$ cat src/hdl/efd_pkg.sv
// Package with item types and codes of the elevator floor dispatch unit.
`default_nettype none

package efd_pkg;

  localparam logic [1:0] DIR_STOP = 2'd0;
  localparam logic [1:0] DIR_UP   = 2'd1;
  localparam logic [1:0] DIR_DOWN = 2'd2;

  localparam logic [1:0] REQ_ORDER  = 2'd0;
  localparam logic [1:0] REQ_BUTTON = 2'd1;
  localparam logic [1:0] REQ_SENSOR = 2'd2;

  typedef struct packed {
    logic [1:0] req_type;
    logic [1:0] floor;
    logic       sensor_valid;
    logic [7:0] target_id;
  } in_item_t;

  typedef struct packed {
    logic [1:0] motor_dir;
    logic [1:0] cur_floor;
    logic       door_open;
    logic [1:0] prior_dir;
  } out_item_t;

endpackage

`default_nettype wire

$ cat src/hdl/elevator_floor_dispatch_unit.sv
// Top level of the elevator floor dispatch unit: order bits, direction choice, result register.
//
// Usage: events enter on in_valid/in_ready/in_data (assigned order, inside button,
// floor sensor). Motor commands and arrival reports leave on out_valid/out_ready/out_data,
// at most one per event; events that change nothing give none. cfg_wr_en writes the
// node id in the same cycle, with no wait; write it only while the unit is idle.
// An event accepted into the input register is decided from there; its result, if
// any, is loaded into the result register that drives out_valid. One event is taken
// every cycle while the receiver keeps up: the input register feeds a single pass of
// mask and popcount logic that updates the car state and loads the result register
// in the same cycle. A stalled receiver holds the result register; the input register
// still takes one more event, then in_ready drops until the result is taken.
// Reset clears all orders, sets direction stop and floor zero, marks the next floor
// arrival for reporting, clears node id to zero and empties both registers.
`default_nettype none

module elevator_floor_dispatch_unit #(
  parameter int FLOORS = 4
) (
  input  wire logic              clk,
  input  wire logic              rst_n,
  input  wire logic              in_valid,
  output logic                   in_ready,
  input  wire efd_pkg::in_item_t in_data,
  output logic                   out_valid,
  input  wire logic              out_ready,
  output efd_pkg::out_item_t     out_data,
  input  wire logic              cfg_wr_en,
  input  wire logic [7:0]        cfg_wr_data
);

  localparam int CNT_W = $clog2(FLOORS + 1);

  function automatic logic [CNT_W-1:0] pop_cnt(input logic [FLOORS-1:0] v);
    logic [CNT_W-1:0] c;
    c = '0;
    for (int i = 0; i < FLOORS; i++) begin
      c = c + CNT_W'(v[i]);
    end
    return c;
  endfunction

  // state
  logic [7:0]        node_id_r;
  logic [FLOORS-1:0] order_r, order_nxt;
  logic [1:0]        dir_r, dir_nxt;
  logic [1:0]        last_floor_r, last_floor_nxt;
  logic              pending_r, pending_nxt;

  // pipeline registers
  efd_pkg::in_item_t  in_q_r;
  logic               in_q_valid_r;
  efd_pkg::out_item_t out_r, out_nxt;
  logic               out_valid_r;
  logic               emit;

  logic proc;
  assign proc     = in_q_valid_r && (!out_valid_r || out_ready);
  assign in_ready = !in_q_valid_r || proc;
  assign out_valid = out_valid_r;
  assign out_data  = out_r;

  // decode of the item held in the input register
  logic              fl_ok, hit, is_order;
  logic [FLOORS-1:0] fl_bit, set_bits, clr_bits;
  logic [FLOORS-1:0] above_m, below_m, ge_m, le_m;
  logic [FLOORS-1:0] ch_bits;
  logic [1:0]        ch_floor, ch_dir;
  logic [CNT_W-1:0]  up_cnt, dn_cnt;

  assign fl_ok    = 32'(in_q_r.floor) < FLOORS;
  assign fl_bit   = {{(FLOORS-1){1'b0}}, 1'b1} << in_q_r.floor;
  assign hit      = |(order_r & fl_bit);
  assign set_bits = order_r | fl_bit;
  assign clr_bits = order_r & ~fl_bit;
  assign is_order = (in_q_r.req_type == efd_pkg::REQ_BUTTON) ||
                    ((in_q_r.req_type == efd_pkg::REQ_ORDER) &&
                     (in_q_r.target_id == node_id_r));

  // direction choice: orders seen from ch_floor
  always_comb begin
    if (in_q_r.req_type == efd_pkg::REQ_SENSOR) begin
      ch_floor = in_q_r.floor;
      ch_bits  = hit ? clr_bits : order_r;
    end else begin
      ch_floor = last_floor_r;
      ch_bits  = set_bits;
    end
    for (int i = 0; i < FLOORS; i++) begin
      above_m[i] = i > 32'(ch_floor);
      below_m[i] = i < 32'(ch_floor);
      ge_m[i]    = i >= 32'(ch_floor);
      le_m[i]    = i <= 32'(ch_floor);
    end
    up_cnt = pop_cnt(ch_bits & above_m);
    dn_cnt = pop_cnt(ch_bits & below_m);
    if (up_cnt == '0 && dn_cnt == '0) begin
      ch_dir = efd_pkg::DIR_STOP;
    end else if (up_cnt > dn_cnt) begin
      ch_dir = efd_pkg::DIR_UP;
    end else begin
      ch_dir = efd_pkg::DIR_DOWN;
    end
  end

  always_comb begin
    order_nxt      = order_r;
    dir_nxt        = dir_r;
    last_floor_nxt = last_floor_r;
    pending_nxt    = pending_r;
    emit           = 1'b0;
    out_nxt.motor_dir = dir_r;
    out_nxt.cur_floor = last_floor_r;
    out_nxt.door_open = 1'b0;
    out_nxt.prior_dir = efd_pkg::DIR_STOP;
    case (in_q_r.req_type)
      efd_pkg::REQ_ORDER, efd_pkg::REQ_BUTTON: begin
        if (is_order && fl_ok) begin
          order_nxt = set_bits;
          if (dir_r == efd_pkg::DIR_STOP) begin
            dir_nxt = ch_dir;
            emit    = 1'b1;
          end
        end
      end
      efd_pkg::REQ_SENSOR: begin
        if (!in_q_r.sensor_valid) begin
          pending_nxt = 1'b1;
        end else if (fl_ok) begin
          last_floor_nxt = in_q_r.floor;
          pending_nxt    = 1'b0;
          if (hit) begin
            // serve: clear the order, open the door, re-decide
            order_nxt = clr_bits;
            emit      = 1'b1;
            out_nxt.door_open = 1'b1;
            out_nxt.prior_dir = dir_r;
            if (clr_bits == '0) begin
              dir_nxt = efd_pkg::DIR_STOP;
            end else if (dir_r == efd_pkg::DIR_UP) begin
              if ((clr_bits & ge_m) == '0) dir_nxt = efd_pkg::DIR_DOWN;
            end else if (dir_r == efd_pkg::DIR_DOWN) begin
              if ((clr_bits & le_m) == '0) dir_nxt = efd_pkg::DIR_UP;
            end else begin
              dir_nxt = ch_dir;
            end
          end else begin
            // stopped car with orders left picks a direction again
            if (dir_r == efd_pkg::DIR_STOP && order_r != '0) dir_nxt = ch_dir;
            emit = pending_r || (dir_nxt != dir_r);
          end
        end
      end
      default: begin
      end
    endcase
    out_nxt.motor_dir = dir_nxt;
    out_nxt.cur_floor = last_floor_nxt;
  end

  always_ff @(posedge clk) begin
    if (!rst_n) begin
      node_id_r    <= '0;
      order_r      <= '0;
      dir_r        <= efd_pkg::DIR_STOP;
      last_floor_r <= '0;
      pending_r    <= 1'b1;
      in_q_valid_r <= 1'b0;
      out_valid_r  <= 1'b0;
    end else begin
      if (cfg_wr_en) node_id_r <= cfg_wr_data;
      if (in_ready) in_q_valid_r <= in_valid;
      if (proc) begin
        order_r      <= order_nxt;
        dir_r        <= dir_nxt;
        last_floor_r <= last_floor_nxt;
        pending_r    <= pending_nxt;
        out_valid_r  <= emit;
      end else if (out_ready) begin
        out_valid_r  <= 1'b0;
      end
    end
  end

  always_ff @(posedge clk) begin
    if (in_ready && in_valid) in_q_r <= in_data;
    if (proc && emit) out_r <= out_nxt;
  end

endmodule

`default_nettype wire
$ cat config.mk
export PLATFORM = sky130hd
export DESIGN_NAME = elevator_floor_dispatch_unit
export DESIGN_NICKNAME = d
export VERILOG_FILES = /design/src/hdl/efd_pkg.sv /design/src/hdl/elevator_floor_dispatch_unit.sv
export SDC_FILE = /design/constraint.sdc
export NUM_CORES = 1
export LEC_CHECK = 0
export ABC_AREA = 1
export BUFFER_PORTS_ARGS = -buffer_cell sky130_fd_sc_hd__buf_2
export CAP_MARGIN = 20
export CORE_MARGIN = 1
export CORE_UTILIZATION = 52
export CTS_BUF_LIST = sky130_fd_sc_hd__clkbuf_2
export DETAILED_ROUTE_END_ITERATION = 16
export GPL_TIMING_DRIVEN = 0
export PLACE_DENSITY = 0.79
export SYNTH_ARGS = -nofsm -noshare
export SYNTH_HDL_FRONTEND = slang
export SYNTH_SLANG_ARGS = --single-unit
$ cat constraint.sdc
create_clock -name clk -period 2.6 [get_ports clk]
set_input_delay 0 -clock clk [delete_from_list [all_inputs] [get_ports clk]]
set_output_delay 0 -clock clk [all_outputs]
set_load 0.1 [all_outputs]
==> metrics.yaml, run 1 <==
run_status:
  status: "complete, but fails checks"
  violations: "negative setup slack"
sta:
  slew_headroom_pct: 63.16
  hold_viol: 0
  maxSlewViolCount: 0
  period_share_pct: 131.5
  clock.fmax_ghz: 0.2926
  fin_tns_setup_ps: -6518
  worstMarginPinSlew_ps: 551.9
  skew_ps: 22.69
  setup_viol: 12
  grt_setup_unrepaired: "true"
  period_minus_slack_ps: 3418
  finalWorstSetupSlack_ps: -818.0
power_and_ir_drop:
  power.total_mw: 1.680
  p_leak_nw: 1.570
  power.internal_mw: 1.087
  p_clk_share_pct: 22.8
  seq_power_share_pct: 42.7
  vdd_ir_drop_max_v: 0.0004100
  power_density_nw_per_um2: 492.3
  p_comb_share_pct: 34.5
  switchingPower_uw: 592.9
  swShare_pct: 35.29
floorplan:
  die_area_um2: 4176
  io_pins: 35
  coreArea_um2: 3716
  rows: 22
  die_h_um: 64.63
  die_x_um: 64.63
  start_util_pct: 54.88
clocking:
  cts_made_buffers: 5
  clk_pin_slew_ps: 220
  root_buffer: "clkbuf_2"
  cts.sinks: 39
  clock_path_buffers: 2
  htreeDepth: 2
  cts_tree: "done"
  clock_latency_ps: 450
global_routing:
  grt_pass1_wl_mm: 12.72
  grtUsageTotal_pct: 42.49
  grt_overflow_total: 0
  grt_pass1_vias: 2646
  grt_antenna_before_repair: 0
  grt_max_degree: 14
finish:
  fin_nets: 427
  multi_input_area_um2: 1152
  area_delta_synth_final_pct: 67.30
  regArea_um2: 980.9
  nFillCells: 133
  stdcell_count: 446
  finalInstanceArea_um2: 3412
  drive_above_1_share_pct: 43.72
  diodes: 0
setup_path:
  critical_path.cell_chain: "inv_2 > nor2_4 > nand2_2 > nand2_4 > nand3_2 > fa_2 > inv_2 > ha_4 > nand2_4 > nand2_4 > nand2_2 > nor2_2 > nand2_1 > a31oi_1 > nand2_1 > nand2_1 > nand2_2 > inv_2"
  worstPathMaxFanout: 4
  cp-end-kind: "register"
  cp.buffers_inverters: 3
  required_ps: 2930
  start_kind: "register"
  max_stage_delay_ps: 670
  cp.arrival_ps: 3750
  reg2reg_to: "out_data[6]"
  r2r_slack_ps: -820
  worst_path_max_delay_cell: "edfxtp_1"
  crit_type: "reg2reg"
  r2r_start: "in_q_r[10]"
  rr_worst_depth: 18
  cp_top_family: "simple AND/OR/NAND/NOR gates"
logic_synthesis:
  synth_top_area_share_pct: 29.45
  ys_ff_latch: 39
  synth_nets: 292
  yosysMostFrequentCell: "nand2_1"
  synth_area_um2: 2039
  yosys-top-cells-count: "nand2_1 (58), inv_1 (38), nor2_1 (32), o21ai_0 (26), edfxtp_1 (20)"
  ys_seq_area_share_pct: 48.10
  avgSynthCellArea_um2: 7.784
  ys_types: 27
  synth_area_leaders: "edfxtp_1 (29%), dfxtp_1 (19%), nand2_1 (11%)"
  netlist_instances: 262
  async_flop_share_pct: 0
  synth_top_area_cell: "edfxtp_1"
  synth_edf_count: 20
  yosysWarnings: 0
  synth_top_flop_cell: "edfxtp_1"
detailed_routing:
  ant_nets: 0
  vias_per_cell: 6.325
  dr.pass1.iters: 7
  via_count: 2821
  drt-total-wl_mm: 9.692
  drt_iter0_drc: 500
  route.detailed.drc: 0
  routedWlPerCell_um: 21.73
run:
  cap_violations: 0
worst_hold_path:
  whs_path_depth: 3
  min_to: "node_id_r[6]"
  holdCritPathClass: "in2reg"
  hp-start: "cfg_wr_en"
place:
  dp_hpwl_mm: 3.131
  gp_congestion: 0.9024
  dp_cells: 344
  place_ws_ps: -420.2
  port-buffer-count: 34
  place_area_um2: 2278
[layout make-up]
class | count | share of cell area [%]
clock inverters | 3 | 1.137
flip-flops and latches | 39 | 28.75
well taps | 48 | 1.760
plain buffers | 2 | 0.3300
repair buffers | 128 | 28.64
multi-input cells | 178 | 33.77
inverters | 43 | 4.877
clock buffers | 5 | 0.7334
[power groups by stage]
stage               Clock, mW  Sequential, mW  Combinational (mW)
floorplan                   0           0.745               0.179
global placement            0           0.718               0.269
detailed placement          0           0.719               0.274
CTS                     0.360           0.706               0.413
global route            0.397           0.717               0.607
finish                  0.383           0.717               0.580
[state kept, by name, indices dropped and copies added, names as in the netlist]
| register | flops |
|---|---|
| in_q_r | 13 |
| node_id_r | 8 |
| out_data | 7 |
| order_r | 4 |
| dir_r | 2 |
| last_floor_r | 2 |
| in_q_valid_r | 1 |
| out_valid | 1 |
| pending_r | 1 |
[cells in the final DEF, fill, tap and decap left out, drive strengths merged]
cell | synthesis | final
a21oi | 20 | 20
a31oi | 1 | 1
buf | 1 | 96
bufinv | 0 | 1
clkbuf | 1 | 6
clkinv | 1 | 3
dfxtp | 19 | 19
dlygate4sd3 | 0 | 33
edfxtp | 20 | 20
fa | 2 | 2
ha | 2 | 2
inv | 42 | 42
nand2 | 63 | 63
nand3 | 13 | 13
nand4 | 4 | 4
nor2 | 33 | 33
nor3 | 1 | 1
nor3b | 1 | 1
o21ai | 30 | 30
o21bai | 1 | 1
or2 | 1 | 1
xnor2 | 6 | 6
[timing repair]
item / 4_1_cts / 5_1_grt
endpoints found under the setup margin: 11 / 14
pin swaps: 5 / 27
hold endpoints to repair: 26 / 0
setup buffers: 46 / 19
gates resized for setup: 41 / 42
hold buffers: 33 / 0
[per-stage QoR]
step                utilization, %  hold WS, ps
floorplan                        -        98.87
global placement             61.31        176.4
detailed placement           61.31        178.1
CTS                          84.68        14.64
global route                 91.82      -0.8217
finish                       91.82        14.94
[tightest hold or removal path, cell delays in order]
cell	delay, ps
buf_2	150
clkinv_1	180
a21oi_1	100
[worst max-delay path by stage]
stage | end | from | slack [ps] | depth (start not counted)
finish | out_data[6] | in_q_r[10] | -820 | 18
global placement | out_data[5] | in_q_r[10] | -310 | 18
detailed placement | out_data[6] | in_q_r[10] | -420 | 21
global route | out_data[6] | in_q_r[10] | -860 | 18
floorplan | out_data[6] | in_q_r[10] | -40 | 21
CTS | out_data[6] | in_q_r[9] | -250 | 24
[per-layer routing]
metal	vias to the layer above	wire length, um	global-route usage (%)
met4	0	1093	37.50
met3	137	1234	12.68
met1	1232	2944	41.24
met2	325	4419	72.63
li1	1127	-	-
met5	-	0	0
[cells by family (layout without fill, tap and decap cells)]
group	count (synthesis)	in the layout	synth area share, %
flip-flops	39	39	48.10
XOR/XNOR	6	6	2.577
AO/OA/AOI/OAI	52	52	13.68
adder cells (fa/ha/maj)	4	4	3.190
AND/OR/NAND/NOR	116	116	23.99
buffers and inverters	45	181	8.466
Note: power is estimated with default switching activity, not from simulation.
==> inputs of run 2 (changes only) <==
--- a/config.mk
+++ b/config.mk
@@ -5,15 +5,15 @@
 export SDC_FILE = /design/constraint.sdc
 export NUM_CORES = 1
 export LEC_CHECK = 0
-export ABC_AREA = 1
+export ABC_AREA = 0
 export BUFFER_PORTS_ARGS = -buffer_cell sky130_fd_sc_hd__buf_2
 export CAP_MARGIN = 20
 export CORE_MARGIN = 1
-export CORE_UTILIZATION = 52
+export CORE_UTILIZATION = 53
 export CTS_BUF_LIST = sky130_fd_sc_hd__clkbuf_2
 export DETAILED_ROUTE_END_ITERATION = 16
 export GPL_TIMING_DRIVEN = 0
-export PLACE_DENSITY = 0.79
+export PLACE_DENSITY = 0.8
 export SYNTH_ARGS = -nofsm -noshare
 export SYNTH_HDL_FRONTEND = slang
 export SYNTH_SLANG_ARGS = --single-unit
==> metrics.yaml, run 2 <==
run_status:
  status: "complete, but fails checks"
  violations: "negative setup slack"
floorplan:
  coreArea_um2: 3799
  rows: 22
  die_h_um: 65.98
  die_x_um: 65.98
  die_area_um2: 4353
  io_pins: 35
  start_util_pct: 57.11
clocking:
  clock_latency_ps: 380
  clk_pin_slew_ps: 220
  htreeDepth: 2
  root_buffer: "clkbuf_2"
  clock_path_buffers: 2
  cts_tree: "done"
  cts_made_buffers: 5
  cts.sinks: 39
finish:
  regMostFlops: "in_q_r"
  final_util_pct: 78.36
  final_cell_mix: "buf_2 (33), dlygate4sd3_1 (29), nand2_1 (27), edfxtp_1 (20), dfxtp_1 (18)"
  final_common_cell: "buf_2"
  drive_above_1_share_pct: 30.77
  largest_reg_flops: 13
  fin_nets: 328
  stdcell_count: 347
  diodes: 0
  area_delta_synth_final_pct: 37.20
logic_synthesis:
  async_flop_share_pct: 0
  synth_simple_gate_area_share_pct: 20.65
  synth_area_leaders: "edfxtp_1 (28%), dfxtp_1 (18%), nand2_1 (4.8%)"
  ys_types: 49
  yosys-top-cells-count: "nand2_1 (28), edfxtp_1 (20), nor2_1 (20), dfxtp_1 (19), nor2b_1 (15)"
  synthXorXnorAreaFrac_pct: 3.230
  yosysWarnings: 0
  synth_nets: 247
  synth_top_area_share_pct: 27.68
  synth_top_family_by_area: "simple AND/OR/NAND/NOR gates"
  avgSynthCellArea_um2: 9.998
  ys_ff_latch: 39
  netlist_instances: 217
  synth_edf_count: 20
  ys_seq_area_share_pct: 45.21
  yosysMostFrequentCell: "nand2_1"
  synth_compound_area_share_pct: 16.78
  synth_top_area_cell: "edfxtp_1"
  synth_top_flop_cell: "edfxtp_1"
  synth_mux_area_share_pct: 5.825
  synth_area_um2: 2170
  synth_fa_ha_area_share_pct: 2.999
worst_hold_path:
  holdCritPathClass: "in2reg"
sta:
  fin_tns_setup_ps: -4984
  slew_headroom_pct: 61.54
  finalWorstSetupSlack_ps: -513.7
  hold_viol: 0
  whs_ps: 165.2
  worstMarginPinSlew_ps: 577.0
  period_share_pct: 119.8
  setup_viol: 12
  clock.fmax_ghz: 0.3212
  grt_setup_unrepaired: "true"
  skew_ps: 31.42
  period_minus_slack_ps: 3114
  maxSlewViolCount: 0
detailed_routing:
  dr.pass1.iters: 4
  ant_nets: 0
  drt-total-wl_mm: 5.325
  drt_iter0_drc: 201
  via_count: 1942
  vias_per_cell: 5.597
  routedWlPerCell_um: 15.35
  route.detailed.drc: 0
global_routing:
  grt_pass1_vias: 1867
  grt_pass1_wl_mm: 8.273
  grtUsageTotal_pct: 25.77
  grt_antenna_before_repair: 0
  grt_max_degree: 14
  grt_overflow_total: 0
setup_path:
  start_kind: "register"
  required_ps: 2760
  worstPathMaxFanout: 5
  crit_type: "reg2reg"
  cp.arrival_ps: 3270
  cp-end-kind: "register"
power_and_ir_drop:
  power_density_nw_per_um2: 467.7
  vdd_ir_drop_max_v: 0.0004216
  p_leak_nw: 1.193
place:
  dp_hpwl_mm: 3.385
  port-buffer-count: 33
  place_ws_ps: -713.6
  gp_congestion: 0.9019
  dp_cells: 298
run:
  cap_violations: 0
## run 2: final timing paths
| check | start | end | cells past startpoint | slack [ps] |
|---|---|---|---|---|
| hold / removal | cfg_wr_en | node_id_r[4] | 3 | 170 |
| setup reg to reg | in_q_r[12] | out_data[6] | 15 | -510 |
| hold reg to reg | node_id_r[4] | node_id_r[4] | 2 | 560 |
| setup / recovery | in_q_r[12] | out_data[6] | 15 | -510 |
## run 2: report_power, final
group / total (mW) / switching [mW] / internal [mW]
Clock: 0.361 / 0.198 / 0.163
Combinational: 0.339 / 0.166 / 0.173
Sequential: 0.692 / 0.0175 / 0.674
Total: 1.39 / 0.381 / 1.01
## run 2: metrics by stage
stage                     power [mW]  instance area [um2]
after floorplan               0.8798                 2212
after global placement        0.9298                 2437
after detailed placement      0.9371                 2437
after CTS                      1.379                 2957
after global routing           1.455                 2977
final                          1.392                 2977
## run 2: worst max-delay path, cell delays in order, from the launching register on
cell       delay (ps)
edfxtp_1          410
buf_6             140
nand2b_4          120
and3_4            200
o21bai_4          140
nor2_4             60
fa_2              610
inv_2              60
ha_4              240
nand2_4            60
o21ai_4            60
and2b_1           150
a2bb2oi_1         130
a211o_1           290
o2bb2ai_2         130
o21a_1            110
## run 2: routing by layer
layer  routed length, um  vias up  global-route usage, %
met2                2934       86                  50.13
met4                  25        0                  6.117
met3                 292        4                  5.862
met5                   0        -                      0
met1                2073      904                  27.64
li1                    -      948                      -
## run 2: layout make-up
cell class	instances	area, um2
multi-input cells	163	1200
flip-flops and latches	39	982.2
inverters	5	18.77
clock inverters	3	43.79
clock buffers	5	25.02
plain buffers	8	73.82
well taps	48	60.06
repair buffers	76	573.1
fillers	228	822.0
## run 2: cells by family (layout without fill, tap and decap cells)
group | count (synthesis) | count (layout)
buf+inv | 15 | 97
xor+xnor | 8 | 8
simple gates | 88 | 88
mux | 11 | 11
compound gates | 52 | 52
fa+ha+maj | 4 | 4
flops | 39 | 39
## run 2: repair_timing
| action | in CTS | in global routing |
|---|---|---|
| endpoints found under the hold margin | 26 | 0 |
| hold buffers | 29 | 0 |
| buffers inserted | 13 | 1 |
| pin swaps | 11 | 7 |
| gates cloned | 0 | 0 |
| endpoints found under the setup margin | 12 | 12 |
| resized for setup | 11 | 9 |
==> inputs of run 3 (changes only) <==
--- a/config.mk
+++ b/config.mk
@@ -14,6 +14,8 @@
 export DETAILED_ROUTE_END_ITERATION = 16
 export GPL_TIMING_DRIVEN = 0
 export PLACE_DENSITY = 0.8
+export RECOVER_POWER = 100
+export SLEW_MARGIN = 20
 export SYNTH_ARGS = -nofsm -noshare
 export SYNTH_HDL_FRONTEND = slang
 export SYNTH_SLANG_ARGS = --single-unit
==> metrics.yaml, run 3 (synthesis results as in run 2) <==
run_status:
  status: "complete, but fails checks"
  violations: "negative setup slack"
place:
  place_ws_ps: -713.6
  gp_congestion: 0.9019
  port-buffer-count: 33
  dp_hpwl_mm: 3.385
power_and_ir_drop:
  p_comb_share_pct: 24.2
  switchingPower_uw: 382.3
  p_clk_share_pct: 26.0
  p_leak_nw: 1.159
  power_density_nw_per_um2: 470.0
  power.total_mw: 1.392
  vdd_ir_drop_max_v: 0.0004215
  seq_power_share_pct: 49.7
  power.internal_mw: 1.010
  swShare_pct: 27.47
floorplan:
  die_h_um: 65.98
  rows: 22
  start_util_pct: 57.11
  io_pins: 35
  die_x_um: 65.98
  coreArea_um2: 3799
  die_area_um2: 4353
detailed_routing:
  dr.pass1.iters: 4
  ant_nets: 0
  drt_iter0_drc: 204
  vias_per_cell: 5.608
  drt-total-wl_mm: 5.316
  route.detailed.drc: 0
  routedWlPerCell_um: 15.32
  via_count: 1946
sta:
  worstMarginPinSlew_ps: 1173
  clock.fmax_ghz: 0.3213
  whs_ps: 165.5
  maxSlewViolCount: 0
  period_minus_slack_ps: 3112
  finalWorstSetupSlack_ps: -512.2
  grt_setup_unrepaired: "true"
  skew_ps: 31.48
  hold_viol: 0
  setup_viol: 12
  slew_headroom_pct: 22.13
  period_share_pct: 119.7
clocking:
  htreeDepth: 2
  cts_tree: "done"
  clock_path_buffers: 2
  cts.sinks: 39
  clock_latency_ps: 390
  root_buffer: "clkbuf_2"
  cts_made_buffers: 5
  clk_pin_slew_ps: 220
finish:
  drive_above_1_share_pct: 26.76
  largest_reg_flops: 13
  regMostFlops: "in_q_r"
  final_common_cell: "dlygate4sd3_1"
  multi_input_area_um2: 1200
  area_delta_synth_final_pct: 36.51
  diodes: 0
  regArea_um2: 980.9
  nFillCells: 232
  fin_nets: 328
  final_cell_mix: "dlygate4sd3_1 (30), nand2_1 (27), buf_2 (23), edfxtp_1 (20), dfxtp_1 (19)"
setup_path:
  crit_type: "reg2reg"
  cp-end-kind: "register"
  r2r_start: "in_q_r[12]"
  cp.buffers_inverters: 2
  r2r_slack_ps: -510
  worstPathMaxFanout: 5
  critical_path.cell_chain: "buf_6 > nand2b_4 > and3_4 > o21bai_4 > nor2_4 > fa_2 > inv_2 > ha_4 > nand2_4 > o21ai_4 > and2b_1 > a2bb2oi_1 > a211o_1 > o2bb2ai_2 > o21a_1"
  required_ps: 2760
  worst_path_max_delay_cell: "fa_2"
  cp.arrival_ps: 3280
  reg2reg_to: "out_data[6]"
  cp_top_family: "compound AO/OA/AOI/OAI gates"
  max_stage_delay_ps: 610
  rr_worst_depth: 15
  start_kind: "register"
global_routing:
  grtUsageTotal_pct: 25.77
  grt_antenna_before_repair: 0
  grt_overflow_total: 0
  grt_max_degree: 14
  grt_pass1_vias: 1867
  grt_pass1_wl_mm: 8.273
run:
  cap_violations: 0
worst_hold_path:
  whs_path_depth: 3
  holdCritPathClass: "in2reg"
  min_to: "node_id_r[4]"
  hp-start: "cfg_wr_en"
## run 3: cell types whose count changed in the layout (fill, tap and decap cells not counted), sizes merged
cell | previous run | this run
buf | 51 | 41
clkbuf | 8 | 18
clkdlybuf4s50 | 1 | 0
dlygate4sd3 | 29 | 30
## run 3: tightest hold or removal path, delay by kind of cell
family | cells | cell delay [ps]
buffers and inverters | 1 | 260
multiplexers | 1 | 220
AND/OR/NAND/NOR | 1 | 60
## run 3: area by class of cell
| cell class | count | area share (%) |
|---|---|---|
| clock buffer | 5 | 0.8450 |
| sequential | 39 | 33.12 |
| timing repair buffer | 76 | 18.93 |
| inverter | 5 | 0.6337 |
| multi-input combinational | 163 | 40.52 |
| clock inverter | 3 | 1.479 |
| tap | 48 | 2.028 |
| buffer | 8 | 2.450 |
## run 3: power groups by stage
stage	registers (mW)	logic, mW	clock network [mW]
floorplan	0.714	0.166	0
global route	0.695	0.359	0.400
detailed placement	0.705	0.232	0
CTS	0.691	0.317	0.371
global placement	0.703	0.227	0
finish	0.692	0.337	0.362
## run 3: worst max-delay path by stage
stage / slack [ps] / from / to / cells past startpoint
after floorplan: -520 / in_q_r[11] / out_data[6] / 16
final: -510 / in_q_r[12] / out_data[6] / 15
after global placement: -660 / in_q_r[11] / out_data[6] / 15
after detailed placement: -710 / in_q_r[11] / out_data[6] / 15
after global routing: -620 / in_q_r[12] / out_data[6] / 15
after CTS: -610 / in_q_r[11] / out_data[6] / 15
## run 3: per-stage QoR
stage,std cells,setup TNS [ps],util (%),cell area [um2]
finish,347,-4899,77.96,2962
global route,347,-6420,77.96,2962
CTS,347,-5883,77.83,2957
detailed placement,298,-6265,64.16,2437
global placement,298,-5781,64.16,2437
floorplan,217,-3565,-,2212
## run 3: routing by layer
metal	up-vias	GRT usage, %	share of wire, %
met5	-	0	0
met4	0	6.117	0.92
met3	9	5.862	5.2
met2	80	50.13	55
met1	909	27.64	39
li1	948	-	-
## run 3: repair_timing
action / 4_1_cts / 5_1_grt
hold buffers: 29 / 0
endpoints found under the setup margin: 12 / 12
pin swaps: 11 / 7
hold endpoints to repair: 26 / 0
gates resized for setup: 11 / 9
setup buffers: 13 / 1
cloned: 0 / 0
